--- config.mk ---
export PLATFORM = sky130hd
export DESIGN_NAME = sbxks_best
export DESIGN_NICKNAME = d
export VERILOG_FILES = /design/src/design/sbxks_pkg.sv /design/src/design/sbxks_best.sv
export SDC_FILE = /design/constraint.sdc
export NUM_CORES = 1
export LEC_CHECK = 0
export ABC_CLOCK_PERIOD_IN_PS = 7800
export BUFFER_PORTS_ARGS = -buffer_cell sky130_fd_sc_hd__buf_2
export CAP_MARGIN = 10
export CORE_ASPECT_RATIO = 0.9
export CORE_UTILIZATION = 45
export CTS_BUF_LIST = sky130_fd_sc_hd__clkbuf_8 sky130_fd_sc_hd__clkbuf_16
export DETAILED_ROUTE_END_ITERATION = 12
export PLACE_DENSITY = 0.75
export SETUP_SLACK_MARGIN = 0.3
export SLEW_MARGIN = 25
export SYNTH_ARGS = -nofsm -noshare
export SYNTH_HDL_FRONTEND = slang
export SYNTH_SLANG_ARGS = --single-unit
--- constraint.sdc ---
create_clock -name clk -period 7.8 [get_ports clk]
set_input_delay 1.56 -clock clk [delete_from_list [all_inputs] [get_ports clk]]
set_output_delay 1.56 -clock clk [all_outputs]
set_load 0.05 [all_outputs]
--- src/design/sbxks_pkg.sv ---
// package of shared types, constants and the letter weight table for the xor key search
package sbxks_pkg;

	localparam int KEY_W     = 8;
	localparam int KEY_COUNT = 1 << KEY_W;
	localparam int SCORE_W   = 23;
	localparam int WEIGHT_W  = 11;

	localparam logic [SCORE_W-1:0] SCORE_MAX = {SCORE_W{1'b1}};
	localparam logic [KEY_W-1:0]   KEY_LAST  = {KEY_W{1'b1}};

	localparam logic [KEY_W-1:0] UPPER_A = 8'h41;
	localparam logic [KEY_W-1:0] UPPER_Z = 8'h5A;
	localparam logic [KEY_W-1:0] LOWER_A = 8'h61;
	localparam logic [KEY_W-1:0] LOWER_Z = 8'h7A;

	typedef enum logic {
		ST_ACC,
		ST_SCAN
	} state_t;

	typedef struct packed {
		logic add;
		logic shift;
	} cell_ctrl_t;

	typedef logic [WEIGHT_W-1:0] weight_t;

	function automatic weight_t letter_weight(input logic [4:0] idx);
		weight_t w;
		begin
			unique case (idx)
				5'd0:    w = 11'd1463;
				5'd1:    w = 11'd104;
				5'd2:    w = 11'd388;
				5'd3:    w = 11'd499;
				5'd4:    w = 11'd1257;
				5'd5:    w = 11'd102;
				5'd6:    w = 11'd130;
				5'd7:    w = 11'd128;
				5'd8:    w = 11'd618;
				5'd9:    w = 11'd40;
				5'd10:   w = 11'd2;
				5'd11:   w = 11'd278;
				5'd12:   w = 11'd474;
				5'd13:   w = 11'd505;
				5'd14:   w = 11'd1073;
				5'd15:   w = 11'd252;
				5'd16:   w = 11'd120;
				5'd17:   w = 11'd653;
				5'd18:   w = 11'd781;
				5'd19:   w = 11'd434;
				5'd20:   w = 11'd463;
				5'd21:   w = 11'd167;
				5'd22:   w = 11'd1;
				5'd23:   w = 11'd21;
				5'd24:   w = 11'd1;
				5'd25:   w = 11'd47;
				default: w = '0;
			endcase
			return w;
		end
	endfunction

	function automatic weight_t weight_of(input logic [KEY_W-1:0] p);
		logic [KEY_W-1:0] up_off;
		logic [KEY_W-1:0] lo_off;
		weight_t w;
		begin
			up_off = p - UPPER_A;
			lo_off = p - LOWER_A;
			if (p >= UPPER_A && p <= UPPER_Z) begin
				w = letter_weight(up_off[4:0]);
			end else if (p >= LOWER_A && p <= LOWER_Z) begin
				w = letter_weight(lo_off[4:0]);
			end else begin
				w = '0;
			end
			return w;
		end
	endfunction

endpackage

--- src/design/sbxks_best.sv ---
// running maximum over the scores leaving the head of the cell chain
module sbxks_best (
	input  logic                           clk,
	input  logic                           arst_n,
	input  logic                           start,
	input  logic                           step,
	input  logic [sbxks_pkg::SCORE_W-1:0]  head_score,
	output logic                           scan_last,
	output logic [sbxks_pkg::KEY_W-1:0]    res_key,
	output logic [sbxks_pkg::SCORE_W-1:0]  res_score
);

	logic [sbxks_pkg::KEY_W-1:0]   cnt_q;
	logic [sbxks_pkg::KEY_W-1:0]   key_q;
	logic [sbxks_pkg::SCORE_W-1:0] score_q;
	logic                          take;

	// strict compare keeps the lowest key on a tie
	always_comb begin
		take      = head_score > score_q;
		res_score = take ? head_score : score_q;
		res_key   = take ? cnt_q : key_q;
		scan_last = cnt_q == sbxks_pkg::KEY_LAST;
	end

	always_ff @(posedge clk or negedge arst_n) begin
		if (!arst_n) begin
			cnt_q   <= '0;
			key_q   <= '0;
			score_q <= '0;
		end else if (start) begin
			cnt_q   <= '0;
			key_q   <= '0;
			score_q <= '0;
		end else if (step) begin
			cnt_q   <= cnt_q + 1'b1;
			key_q   <= res_key;
			score_q <= res_score;
		end
	end

endmodule

# After elaboration in Yosys (flattened, before gate mapping)
# Index checks and enable logic that the tools add are counted.
# Widths: inputs -> output; s select.
[word_totals] regBits=39 latch_bits=0 ramBits=0 mem_bits_ro=0 input_bits=27 out_inout_bits=32 word_cells=15 memories=0
[op_classes] add_sub_neg=1 n_mul=0 n_div=0 n_lt_le_gt_ge=1 n_eq_ne=1 n_shift=0 muxes=8 bitwise=0 reduce_logical=1
[op_table] operator="$mux 23" n=3
[op_table] operator="$mux 8" n=5
[op_table] operator="$gt 23x23->1" n=1
[op_table] operator="$add 8x1->8 const B" n=1
[op_table] operator="$eq 8x8->1 const B" n=1
[op_table] operator="$reduce_bool 2->1" n=1

# Longest topological paths before layout
[depth] depth_word=4 depth_mapped=9 ltp_nobuf=8

# Worst setup path before layout
# No wires, ideal clock.
[synth_path] path_kind="input -> output" start="input head_score[10] (netlist name)" end="output res_key[0] (netlist name)" arrival_time_ns=3.364 path_slack_ns=2.876 stages=8 path_buffers=1 path_cell_list="ha_1 a21oi_2 o21a_1 o221ai_2 a2111oi_4 nand3b_4 buf_12 mux2_4"
[synth_between] elab_chain_cells=2
[synth_lines] item="from (decl)" line_no="sbxks_best.sv:7" rtl="input logic [sbxks_pkg::SCORE_W-1:0] head_score,"
[synth_lines] item="$gt 23x23->1" line_no="sbxks_best.sv:20" rtl="take = head_score > score_q;"
[synth_lines] item="$mux 8" line_no="sbxks_best.sv:22" rtl="res_key = take ? cnt_q : key_q;"
[synth_lines] item="to (decl)" line_no="sbxks_best.sv:9" rtl="output logic [sbxks_pkg::KEY_W-1:0] res_key,"
# No other way between the ends.

# Worst setup path in the final report
[layout_path] start="input head_score[18] (netlist name)" end="output res_key[7] (netlist name)"
# The elaborated chain is that of the path after synthesis.

==> flow_metrics.tcl <==
set metrics [dict create \
    crit_arrival_ns 4.09 \
    synth_area_leaders "dfrtp_1, mux2_4, nand2b_1" \
    antenna_found_initial 0 \
    crit_cells 8 \
    die_w_microns 89.1 \
    ys_top_cells_by_count "nand2b_1, dfrtp_1, mux2i_1" \
    routedWlPerCell_microns 13.3 \
    cts_resized 0 \
    std_cell_rows 28 \
    fmax_mhz 177 \
    root_buffer "clkbuf_8" \
    dieArea_sq_mm 0.00716 \
    final.period_utilization_pct 72.4 \
    postLayoutCoreUtil_pct 53.0 \
    r2r_start "score_q[18]" \
    drive_gt1_share_pct 30.1 \
    cap_violations 0 \
    hold_class "reg2reg" \
    hold_ws_ns 0.544 \
    clk_latency_ns 0.30 \
    pin_count 59 \
    clockBufferDepth 2 \
    hold_depth 2 \
    synth_ff_type "dfrtp_1" \
    crit_family "compound AO/OA/AOI/OAI gates" \
    area.growth.synth_to_final_pct 13.7 \
    grt_overflow_total 0 \
    path_cells "buf_2 > ha_1 > a21oi_1 > o21ai_0 > a2111oi_4 > nand3b_4 > mux2_2 > buf_2" \
    syn-num-nets 344 \
    cts_hold_buf 0 \
    worst_slew_pin_slew_ns 0.888 \
    hold_path_startpoint "key_q[6]" \
    clk_pin_slew_worst_paths_ns 0.07 \
    finalHoldViolCount 0 \
    peakVddDrop_uv 87.4 \
    reg2reg_depth 9 \
    leakagePower_uw 0.00169 \
    grt.total_usage_pct 16.8 \
    place_congestion 0.754 \
    place_hpwl_mm 4.02 \
    crit_path_top_delay_cell "nand3b_4" \
    path_buf_inv 2 \
    drc 0 \
    numCtsBuffers 5 \
    critPathMaxStageDelay_ns 0.64 \
    port_buffers 58 \
    routed_wl_mm 5.77 \
    postSynthCellCount 293 \
    p_per_area_mw_per_mm2 205 \
    yosysUniqueCellTypes 33 \
    endpoint_kind "output port" \
    cts_tree "built" \
    critical_path_class "in2out" \
    fin_crit_ns 5.65 \
    grt_max_degree 72 \
    cts_sinks 39 \
    initial_core_util_pct 46.6 \
    fin_skew_ns 0.0131 \
    critPathRequiredTime_ns 6.24 \
    post-synth-top-area-cell "dfrtp_1" \
    yosys_warnings 0 \
    grt_setup_unrepaired "no" \
    synth_top_area_share_pct 31.8 \
    viasPerCell 4.98 \
    tns_ns 0 \
    regArea_sq_um 976 \
    grt_pass1_wl_mm 9.32 \
    slew_violations 0 \
    core_sq_mm 0.00659 \
    startpoint "head_score[18]" \
    nets 395 \
    num-fill-cells 625 \
    grt_pass1_vias 2065 \
    yosysMostFrequentCell "nand2b_1" \
    slew_headroom_pct 40.8 \
    vias 2166 \
    ctsHtreeMaxLevel 2 \
    ant_nets 0 \
    first_pass_iters 4 \
    synth_edf_count 0 \
    synthArstFlopShare_pct 100 \
    n_antenna_cell 0 \
    cp_common_cell "buf_2" \
    startpoint_type "input port" \
    status "finished, final reports clean" \
    syn_avg_cell_area_sq_um 10.5 \
    power_uw 715 \
    netlist_area_sq_mm 0.00307 \
    critical_path.max_fanout 31 \
    setup-violations-final 0 \
    drt_iter0_drc 110 \
    synth_seq_area_share_pct 31.8 \
    post_cts_buffers 0 \
    multiInputGateArea_sq_mm 0.00189 \
    die_y_microns 80.4 \
    ys_seq_elements 39 \
]
[registers in the layout, summed over array words and instances (netlist names)]
register / count
score_q: 23
cnt_q: 8
key_q: 8
[stage by stage]
stage	cell area, sq um	std cells	worst slack [ns]
after CTS	3490	435	2.13
after floorplan	3070	293	2.88
final	3490	435	2.15
after global placement	3360	427	2.16
after detailed placement	3360	427	2.14
after global routing	3490	435	2.02
[worst paths after layout]
kind,end,slack (ns)
setup / recovery,res_key[7],2.15
hold / removal,key_q[6],0.54
setup reg to reg,score_q[5],4.95
hold reg to reg,key_q[6],0.54
max in group asynchronous,score_q[5],5.85
min in group asynchronous,score_q[8],1.38
[cells in the final DEF (no fill, tap or decap), types with 2 or more instances in the layout]
cell and n:
nand2_1 12, nor2_1 12, buf_2 58, o21ai_0 4
dfrtp_1 39, nand2b_1 60, mux2_4 30, bufinv_16 2
mux2i_1 31, nand3_1 3, clkbuf_8 5, inv_1 24
nand4_1 4, and3_1 3, a21oi_1 11, ha_1 24
xor2_1 6
[worst register-to-register path: stages, from the launching register on]
cell and delay [ns]:
dfrtp_1 0.37, inv_1 0.05, ha_1 0.28, nand2_1 0.07, o21ai_0 0.43, a211o_1 0.26, nand3_1 0.17, nor2_4 0.49
buf_4 0.41, mux2i_1 0.23
[kinds of logic (layout without fill, tap and decap cells)]
logic type	Yosys count	after routing	share of synthesized area, %
simple gates	101	101	19.1
buf+inv	38	90	6.97
flops	39	39	31.8
fa+ha+maj	24	24	9.78
compound gates	22	22	5.21
xor+xnor	7	7	2.00
mux	62	62	25.1
[routing by layer]
layer	vias to the layer above	global-route usage, %	wire (microns)
li1	1083	-	-
met1	1024	20.6	2610
met2	54	29.8	2860
met3	5	3.39	256
met4	0	4.29	48
met5	-	0	0
[final cells by class]
cell class | count | area share, %
tap | 90 | 3.22
clock buffer | 5 | 1.97
multi-input combinational | 216 | 54.0
inverter | 23 | 2.47
timing repair buffer | 59 | 8.53
sequential | 39 | 27.9
clock inverter | 3 | 1.83
[where the power goes]
part / internal (uW) / switching, uW / leakage, uW
clock: 127 / 75.3 / 0.0000695
combinational: 110 / 177 / 0.00109
sequential: 215 / 11.3 / 0.000533
Note: power is estimated with default switching activity, not from simulation.
