===== src/design/sbxks_pkg.sv =====
// package of shared types, constants and the letter weight table for the xor key search
package sbxks_pkg;

	localparam int KEY_W     = 8;
	localparam int KEY_COUNT = 1 << KEY_W;
	localparam int SCORE_W   = 23;
	localparam int WEIGHT_W  = 11;

	localparam logic [SCORE_W-1:0] SCORE_MAX = {SCORE_W{1'b1}};
	localparam logic [KEY_W-1:0]   KEY_LAST  = {KEY_W{1'b1}};

	localparam logic [KEY_W-1:0] UPPER_A = 8'h41;
	localparam logic [KEY_W-1:0] UPPER_Z = 8'h5A;
	localparam logic [KEY_W-1:0] LOWER_A = 8'h61;
	localparam logic [KEY_W-1:0] LOWER_Z = 8'h7A;

	typedef enum logic {
		ST_ACC,
		ST_SCAN
	} state_t;

	typedef struct packed {
		logic add;
		logic shift;
	} cell_ctrl_t;

	typedef logic [WEIGHT_W-1:0] weight_t;

	function automatic weight_t letter_weight(input logic [4:0] idx);
		weight_t w;
		begin
			unique case (idx)
				5'd0:    w = 11'd1463;
				5'd1:    w = 11'd104;
				5'd2:    w = 11'd388;
				5'd3:    w = 11'd499;
				5'd4:    w = 11'd1257;
				5'd5:    w = 11'd102;
				5'd6:    w = 11'd130;
				5'd7:    w = 11'd128;
				5'd8:    w = 11'd618;
				5'd9:    w = 11'd40;
				5'd10:   w = 11'd2;
				5'd11:   w = 11'd278;
				5'd12:   w = 11'd474;
				5'd13:   w = 11'd505;
				5'd14:   w = 11'd1073;
				5'd15:   w = 11'd252;
				5'd16:   w = 11'd120;
				5'd17:   w = 11'd653;
				5'd18:   w = 11'd781;
				5'd19:   w = 11'd434;
				5'd20:   w = 11'd463;
				5'd21:   w = 11'd167;
				5'd22:   w = 11'd1;
				5'd23:   w = 11'd21;
				5'd24:   w = 11'd1;
				5'd25:   w = 11'd47;
				default: w = '0;
			endcase
			return w;
		end
	endfunction

	function automatic weight_t weight_of(input logic [KEY_W-1:0] p);
		logic [KEY_W-1:0] up_off;
		logic [KEY_W-1:0] lo_off;
		weight_t w;
		begin
			up_off = p - UPPER_A;
			lo_off = p - LOWER_A;
			if (p >= UPPER_A && p <= UPPER_Z) begin
				w = letter_weight(up_off[4:0]);
			end else if (p >= LOWER_A && p <= LOWER_Z) begin
				w = letter_weight(lo_off[4:0]);
			end else begin
				w = '0;
			end
			return w;
		end
	endfunction

endpackage


===== src/design/sbxks_cell.sv =====
// one key cell: saturating score accumulator that shifts toward the head during the scan
module sbxks_cell (
	input  logic                           clk,
	input  logic                           arst_n,
	input  sbxks_pkg::cell_ctrl_t          ctrl,
	input  logic [sbxks_pkg::KEY_W-1:0]    key_idx,
	input  logic [sbxks_pkg::KEY_W-1:0]    cipher_byte,
	input  logic [sbxks_pkg::SCORE_W-1:0]  shift_in,
	output logic [sbxks_pkg::SCORE_W-1:0]  score
);

	logic [sbxks_pkg::SCORE_W-1:0] score_q;
	logic [sbxks_pkg::SCORE_W:0]   sum;
	logic [sbxks_pkg::SCORE_W-1:0] sat_sum;
	sbxks_pkg::weight_t            w;

	always_comb begin
		w       = sbxks_pkg::weight_of(cipher_byte ^ key_idx);
		sum     = {1'b0, score_q} + {{(sbxks_pkg::SCORE_W + 1 - sbxks_pkg::WEIGHT_W){1'b0}}, w};
		sat_sum = sum[sbxks_pkg::SCORE_W] ? sbxks_pkg::SCORE_MAX : sum[sbxks_pkg::SCORE_W-1:0];
	end

	always_ff @(posedge clk or negedge arst_n) begin
		if (!arst_n) begin
			score_q <= '0;
		end else if (ctrl.add) begin
			score_q <= sat_sum;
		end else if (ctrl.shift) begin
			score_q <= shift_in;
		end
	end

	assign score = score_q;

endmodule


===== config.mk =====
export PLATFORM = sky130hd
export DESIGN_NAME = sbxks_cell
export DESIGN_NICKNAME = d
export VERILOG_FILES = /design/src/design/sbxks_pkg.sv /design/src/design/sbxks_cell.sv
export SDC_FILE = /design/constraint.sdc
export NUM_CORES = 1
export LEC_CHECK = 0
export BUFFER_PORTS_ARGS = -buffer_cell sky130_fd_sc_hd__clkbuf_2
export CAP_MARGIN = 20
export CORE_UTILIZATION = 51
export DETAILED_ROUTE_END_ITERATION = 7
export PLACE_DENSITY_LB_ADDON = 0.08
export SLEW_MARGIN = 10
export SYNTH_ARGS = -nofsm -noshare
export SYNTH_HDL_FRONTEND = slang
export SYNTH_SLANG_ARGS = --single-unit

===== constraint.sdc =====
create_clock -name clk -period 6.32 [get_ports clk]
set_input_delay 0.948 -clock clk [delete_from_list [all_inputs] [get_ports clk]]
set_output_delay 0.948 -clock clk [all_outputs]
set_load 0.03 [all_outputs]

# Yosys cells after proc, flatten, opt, wreduce, memory -nomap -nowiden
# Memory sizes are Yosys's and may differ from the RTL's.
# Cells that the tools add are included.
word_totals:
  reg_bits: 23
  latchBits: 0
  ram_bits: 0
  mem_bits_ro: 704
  input_bits: 43
  out_inout_bits: 23
  elab_cells: 19
  mem_count: 2
memory_table:
  columns: ["memory", "words", "word_bits", "read_ports", "rd_ports_with_merged_regs", "wr", "line", "rtl"]
  rows:
  - ["(name not given)", 32, 11, 1, 0, 0, "sbxks_pkg.sv:32", "unique case (idx)"]
  - ["(name not given)", 32, 11, 1, 0, 0, "sbxks_pkg.sv:32", null]
classes:
  addsub: 3
  mul: 0
  div_mod_pow: 0
  n_lt_le_gt_ge: 4
  n_eq_ne: 0
  shifts: 0
  muxes: 5
  bitwise_logic: 1
  reduce_logical: 3
ops:
  columns: ["cell", "count"]
  rows:
  - ["$mux 23", 3]
  - ["$add 23x11->24", 1]
  - ["$mux 11", 2]
  - ["$ge 8x7->1 const B", 2]
  - ["$le 8x7->1 const B", 2]
  - ["$sub 5x1->5 const B", 2]
  - ["$xor 8x8->8", 1]
  - ["$logic_and 1x1->1", 2]
  - ["$reduce_bool 2->1", 1]

# Logic depth before layout (Yosys ltp)
logic_depth:
  ltp_word: 8
  depth_mapped: 18
  ltp_nobuf: 16

# Least setup slack after synthesis
# OpenSTA, ideal clock, no wires.
synth_path:
  path_type: "input-to-reg"
  from: "input key_idx[1] (netlist name)"
  to: "register score_q (netlist bit score[15])"
  setup_ns: 0.151
  arrival_ns: 4.515
  slack_ns: 1.653
  path_stages: 18
  cell_sequence: "xnor2_2 -> ha_1 -> inv_1 -> ha_1 -> clkbuf_1 -> a21oi_1 -> o22ai_1 -> a211o_1 -> a21oi_1 -> ha_1 -> a211o_1 -> a211oi_1 -> o31a_1 -> buf_2 -> nor2b_1 -> buf_4 -> nor2_4 -> a311oi_1"
synth_between:
  elab_chain_len: 8
  word_cells_on_any_way: 16
  classes_between: "3 x add/sub; 4 x order compare; 4 x mux; 1 x bitwise; 2 x reduce/logical; 2 x memory"
synth_rtl:
  columns: ["element", "line", "rtl"]
  rows:
  - ["start, declared", "sbxks_cell.sv:6", "input logic [sbxks_pkg::KEY_W-1:0] key_idx,"]
  - ["$xor 8x8->8 (*)", "sbxks_cell.sv:18", "w = sbxks_pkg::weight_of(cipher_byte ^ key_idx);"]
  - ["$sub 5x1->5, or another cell as far along", "sbxks_pkg.sv:70, sbxks_pkg.sv:71", null]
  - ["$mem_v2 32x11 / $logic_and 1x1->1 (equally long branches)", null, null]
  - ["$mux 11", "sbxks_pkg.sv:74", "end else if (p >= LOWER_A && p <= LOWER_Z) begin"]
  - ["$mux 11 (*)", "sbxks_pkg.sv:72", "if (p >= UPPER_A && p <= UPPER_Z) begin"]
  - ["$add 23x11->24 (*)", "sbxks_cell.sv:19", "sum = {1'b0, score_q} + {{(sbxks_pkg::SCORE_W + 1 - sbxks_pkg::WEIGHT_W){1'b0}}, w};"]
  - ["$mux 23 (*)", "sbxks_cell.sv:20", "sat_sum = sum[sbxks_pkg::SCORE_W] ? sbxks_pkg::SCORE_MAX : sum[sbxks_pkg::SCORE_W-1:0];"]
  - ["$mux 23 (*)", "sbxks_cell.sv:26", "end else if (ctrl.add) begin"]
  - ["end signal, assigned", "sbxks_cell.sv:27", "score_q <= sat_sum;"]
  - ["end signal, assigned", "sbxks_cell.sv:29", "score_q <= shift_in;"]
  - ["end, declared", "sbxks_cell.sv:12", "logic [sbxks_pkg::SCORE_W-1:0] score_q;"]
# Every way passes the cells marked *; elsewhere a longest branch is shown, timed or not.
# A chain may end at the register's enable or synchronous reset.

# Worst setup path after layout
# Same ends and word-level chain as after synthesis.

==> impl_metrics.yaml <==
finish:
  drive_above_1_share: 0.2361
  layout.nets: 442
  antenna_cells: 0
  final_cells: 447
  largest_reg_flops: 23
  n_fill_cell: 467
  final_area_mm2: 0.003077
  area_growth_pct: 14.85
  fin_util: 0.6063
logic_synthesis:
  synth_flop_cell: "dfrtp_1"
  ys_ff_latch: 23
  synthArstFlopShare: 1.000
  syn-instance-count: 322
  synth_edf_count: 0
  yosys_warnings: 0
  synth_most_common_cell: "nor2_1"
  synth_top_area_cell: "dfrtp_1"
  yosys.cell_types.count: 63
  netlist_top_cells_area: "dfrtp_1, ha_1, mux2i_1"
  ys_seq_area_frac: 0.2149
  syn_nets: 386
  netlist_area_mm2: 0.002679
  synth_top_area_share: 0.2149
  synth_common_cells: "nor2_1, a21oi_1, dfrtp_1, o21ai_0, ha_1"
  syn_area_per_cell_um2: 8.319
route:
  first_pass_iters: 5
  avgViaCountPerCell: 5.897
  num_vias: 2636
  wl_per_cell_um: 15.09
  routed_wl_um: 6743
  postRouteAntennaNets: 0
  drcViolationCount: 0
  drtIter0Drc: 241
critical_path:
  arrival_ns: 5.83
  critPathKind: "primary input to flip-flop"
  worst_path_max_delay_cell: "ha_1"
  crit_chain: "clkbuf_2, xnor2_2, ha_1, inv_1, ha_1, nor2_1, a21oi_1, o22ai_1, a211o_1, a21oi_1, ha_1, a211o_1, a211oi_1, o31a_1, nor2b_1, nor2_4, a311oi_1"
  end_kind: "flip-flop"
  worstSetupStartpointType: "primary input"
  critical_path_buf_inv_count: 2
  crit_top_cell: "ha_1"
  cp_max_fo: 21
  r2r-end: "score[15]$_DFFE_PN0P_"
  cp.required_ns: 6.45
  cp_top_family: "compound AO/OA/AOI/OAI gates"
  reg2regPathDepth: 7
  r2r_setup_slack_ns: 3.46
  cp_num_cells: 17
  cpPeakStageDelay_ns: 0.66
  worstReg2RegStart: "score[2]$_DFFE_PN0P_"
power_and_ir_drop:
  power_mw: 0.8945
  internal_power_mw: 0.4464
  swShare: 0.5009
  p_leak_nw: 1.393
  comb_power_share: 0.626
  clkPwrFrac: 0.105
  p_per_area_mw_per_mm2: 290.7
  ir_drop_mv: 0.1480
  seqPwrFrac: 0.269
  power_switching_mw: 0.4480
sta:
  rsz0062_at_grt: "no"
  finalMaxSlewViolations: 0
  post-route-period-util: 0.9009
  max_slew_margin: 0.3920
  max_slew.worst_pin.slew_ns: 0.9101
  hold_violations: 0
  skew_ns: 0.006317
  setup_violations: 0
  fmax_mhz: 175.6
  fin_setup_tns_ns: 0
  min_period_ns: 5.694
clocking:
  cts_tree: "done"
  cts_hold_buf: 0
  cts_resized: 0
  clk_pin_slew_worst_paths_ns: 0.09
  htreeDepth: 1
  max-clock-path-buffers: 2
  root_buffer: "clkbuf_8"
  numCtsBuffers: 3
  clock_sinks: 23
  clock_latency_ns: 0.27
  cts_setup_buffers: 0
global_route:
  gr-total-overflow: 0
  grt_start_max_net_pins: 31
  antenna_found_initial: 0
  grt_pass1_wl_um: 10950
  grt_usage: 0.2532
  first_global_vias: 2199
placed_design:
  dp_cells: 443
  dp_hpwl_um: 5062
  io_buffers: 65
  placed_area_mm2: 0.003032
  gp_congestion: 0.8872
status:
  status: "finished, final reports clean"
job:
  maxCapViolations: 0
die:
  io_pins: 66
  dieHeight_um: 74.48
  die_area_mm2: 0.005547
  die_w_um: 74.48
  row_count: 26
  core_area_mm2: 0.005075
  initial_core_util: 0.5279
hold_path:
  hold-path-endpoint: "score[8]$_DFFE_PN0P_"
  hold_start: "score[8]$_DFFE_PN0P_"
  hold_depth: 2
  hold_class: "flip-flop to flip-flop"
## cell type report
cell class,count,area (µm²),share of cell area
clock buffer,4,45.04,0.01464
timing repair buffer,67,340.3,0.1106
tap,70,87.58,0.02847
multi-input combinational,272,1984,0.6450
sequential,23,575.6,0.1871
inverter,11,43.79,0.01423
## logic make-up after synthesis
kind of cell	Yosys count	synth area share
compound gates	117	0.2896
fa+ha+maj	21	0.1009
xor+xnor	24	0.09669
flops	23	0.2149
buf+inv	27	0.04437
simple gates	92	0.1817
mux	18	0.07193
## worst max path at each step
stage | start | end | slack (ns)
detailed placement | key_idx[1] | score[15]$_DFFE_PN0P_ | 0.44
floorplan | key_idx[1] | score[15]$_DFFE_PN0P_ | 1.65
global route | key_idx[1] | score[15]$_DFFE_PN0P_ | 0.30
CTS | key_idx[1] | score[15]$_DFFE_PN0P_ | 0.70
global placement | key_idx[1] | score[14]$_DFFE_PN0P_ | 0.53
finish | key_idx[1] | score[15]$_DFFE_PN0P_ | 0.63
## tightest hold or removal path, cell delays in order (launching register included)
cell,delay [ns]
dfrtp_1,0.38
mux2i_1,0.08
a22oi_1,0.12
## layout by cell type (no fill, tap or decap), drive strengths merged, types with 2 or more instances in the layout
master	count
a211o	2
a211oi	9
a21o	7
a21oi	24
a22oi	9
a311oi	5
a31oi	10
and2	3
and3	3
buf	2
clkbuf	69
dfrtp	23
ha	20
inv	10
mux2i	17
nand2	18
nand3	9
nand4	2
nor2	27
nor2b	6
nor3	12
nor4	4
o2111ai	2
o211ai	5
o21ai	25
o21bai	2
o22ai	3
o311ai	3
o31a	3
o31ai	2
or2	3
xnor2	14
xor2	10
## metrics by stage
stage / hold slack [ns] / setup slack (ns)
6_report: 0.6321 / 0.6263
5_1_grt: 0.6728 / 0.3019
4_1_cts: 0.6357 / 0.6968
3_5_place_dp: 0.6155 / 0.4409
3_3_place_gp: 0.5961 / 0.5310
2_1_floorplan: 0.6524 / 1.653
## routing by layer
metal,vias up,GRT usage,share of wire
li1,1331,-,-
met1,1210,0.4002,0.52
met2,90,0.3744,0.43
met3,5,0.04336,0.052
met4,0,0.01258,0.0030
met5,-,0,0
## power by group through the flow
| stage | clock network [mW] | registers [mW] | logic, mW |
|---|---|---|---|
| finish | 0.0941 | 0.240 | 0.560 |
| global route | 0.106 | 0.249 | 0.619 |
| CTS | 0.0966 | 0.239 | 0.557 |
| detailed placement | 0 | 0.242 | 0.553 |
| global placement | 0 | 0.240 | 0.554 |
| floorplan | 0 | 0.317 | 0.341 |
Note: power is estimated with default switching activity, not from simulation.
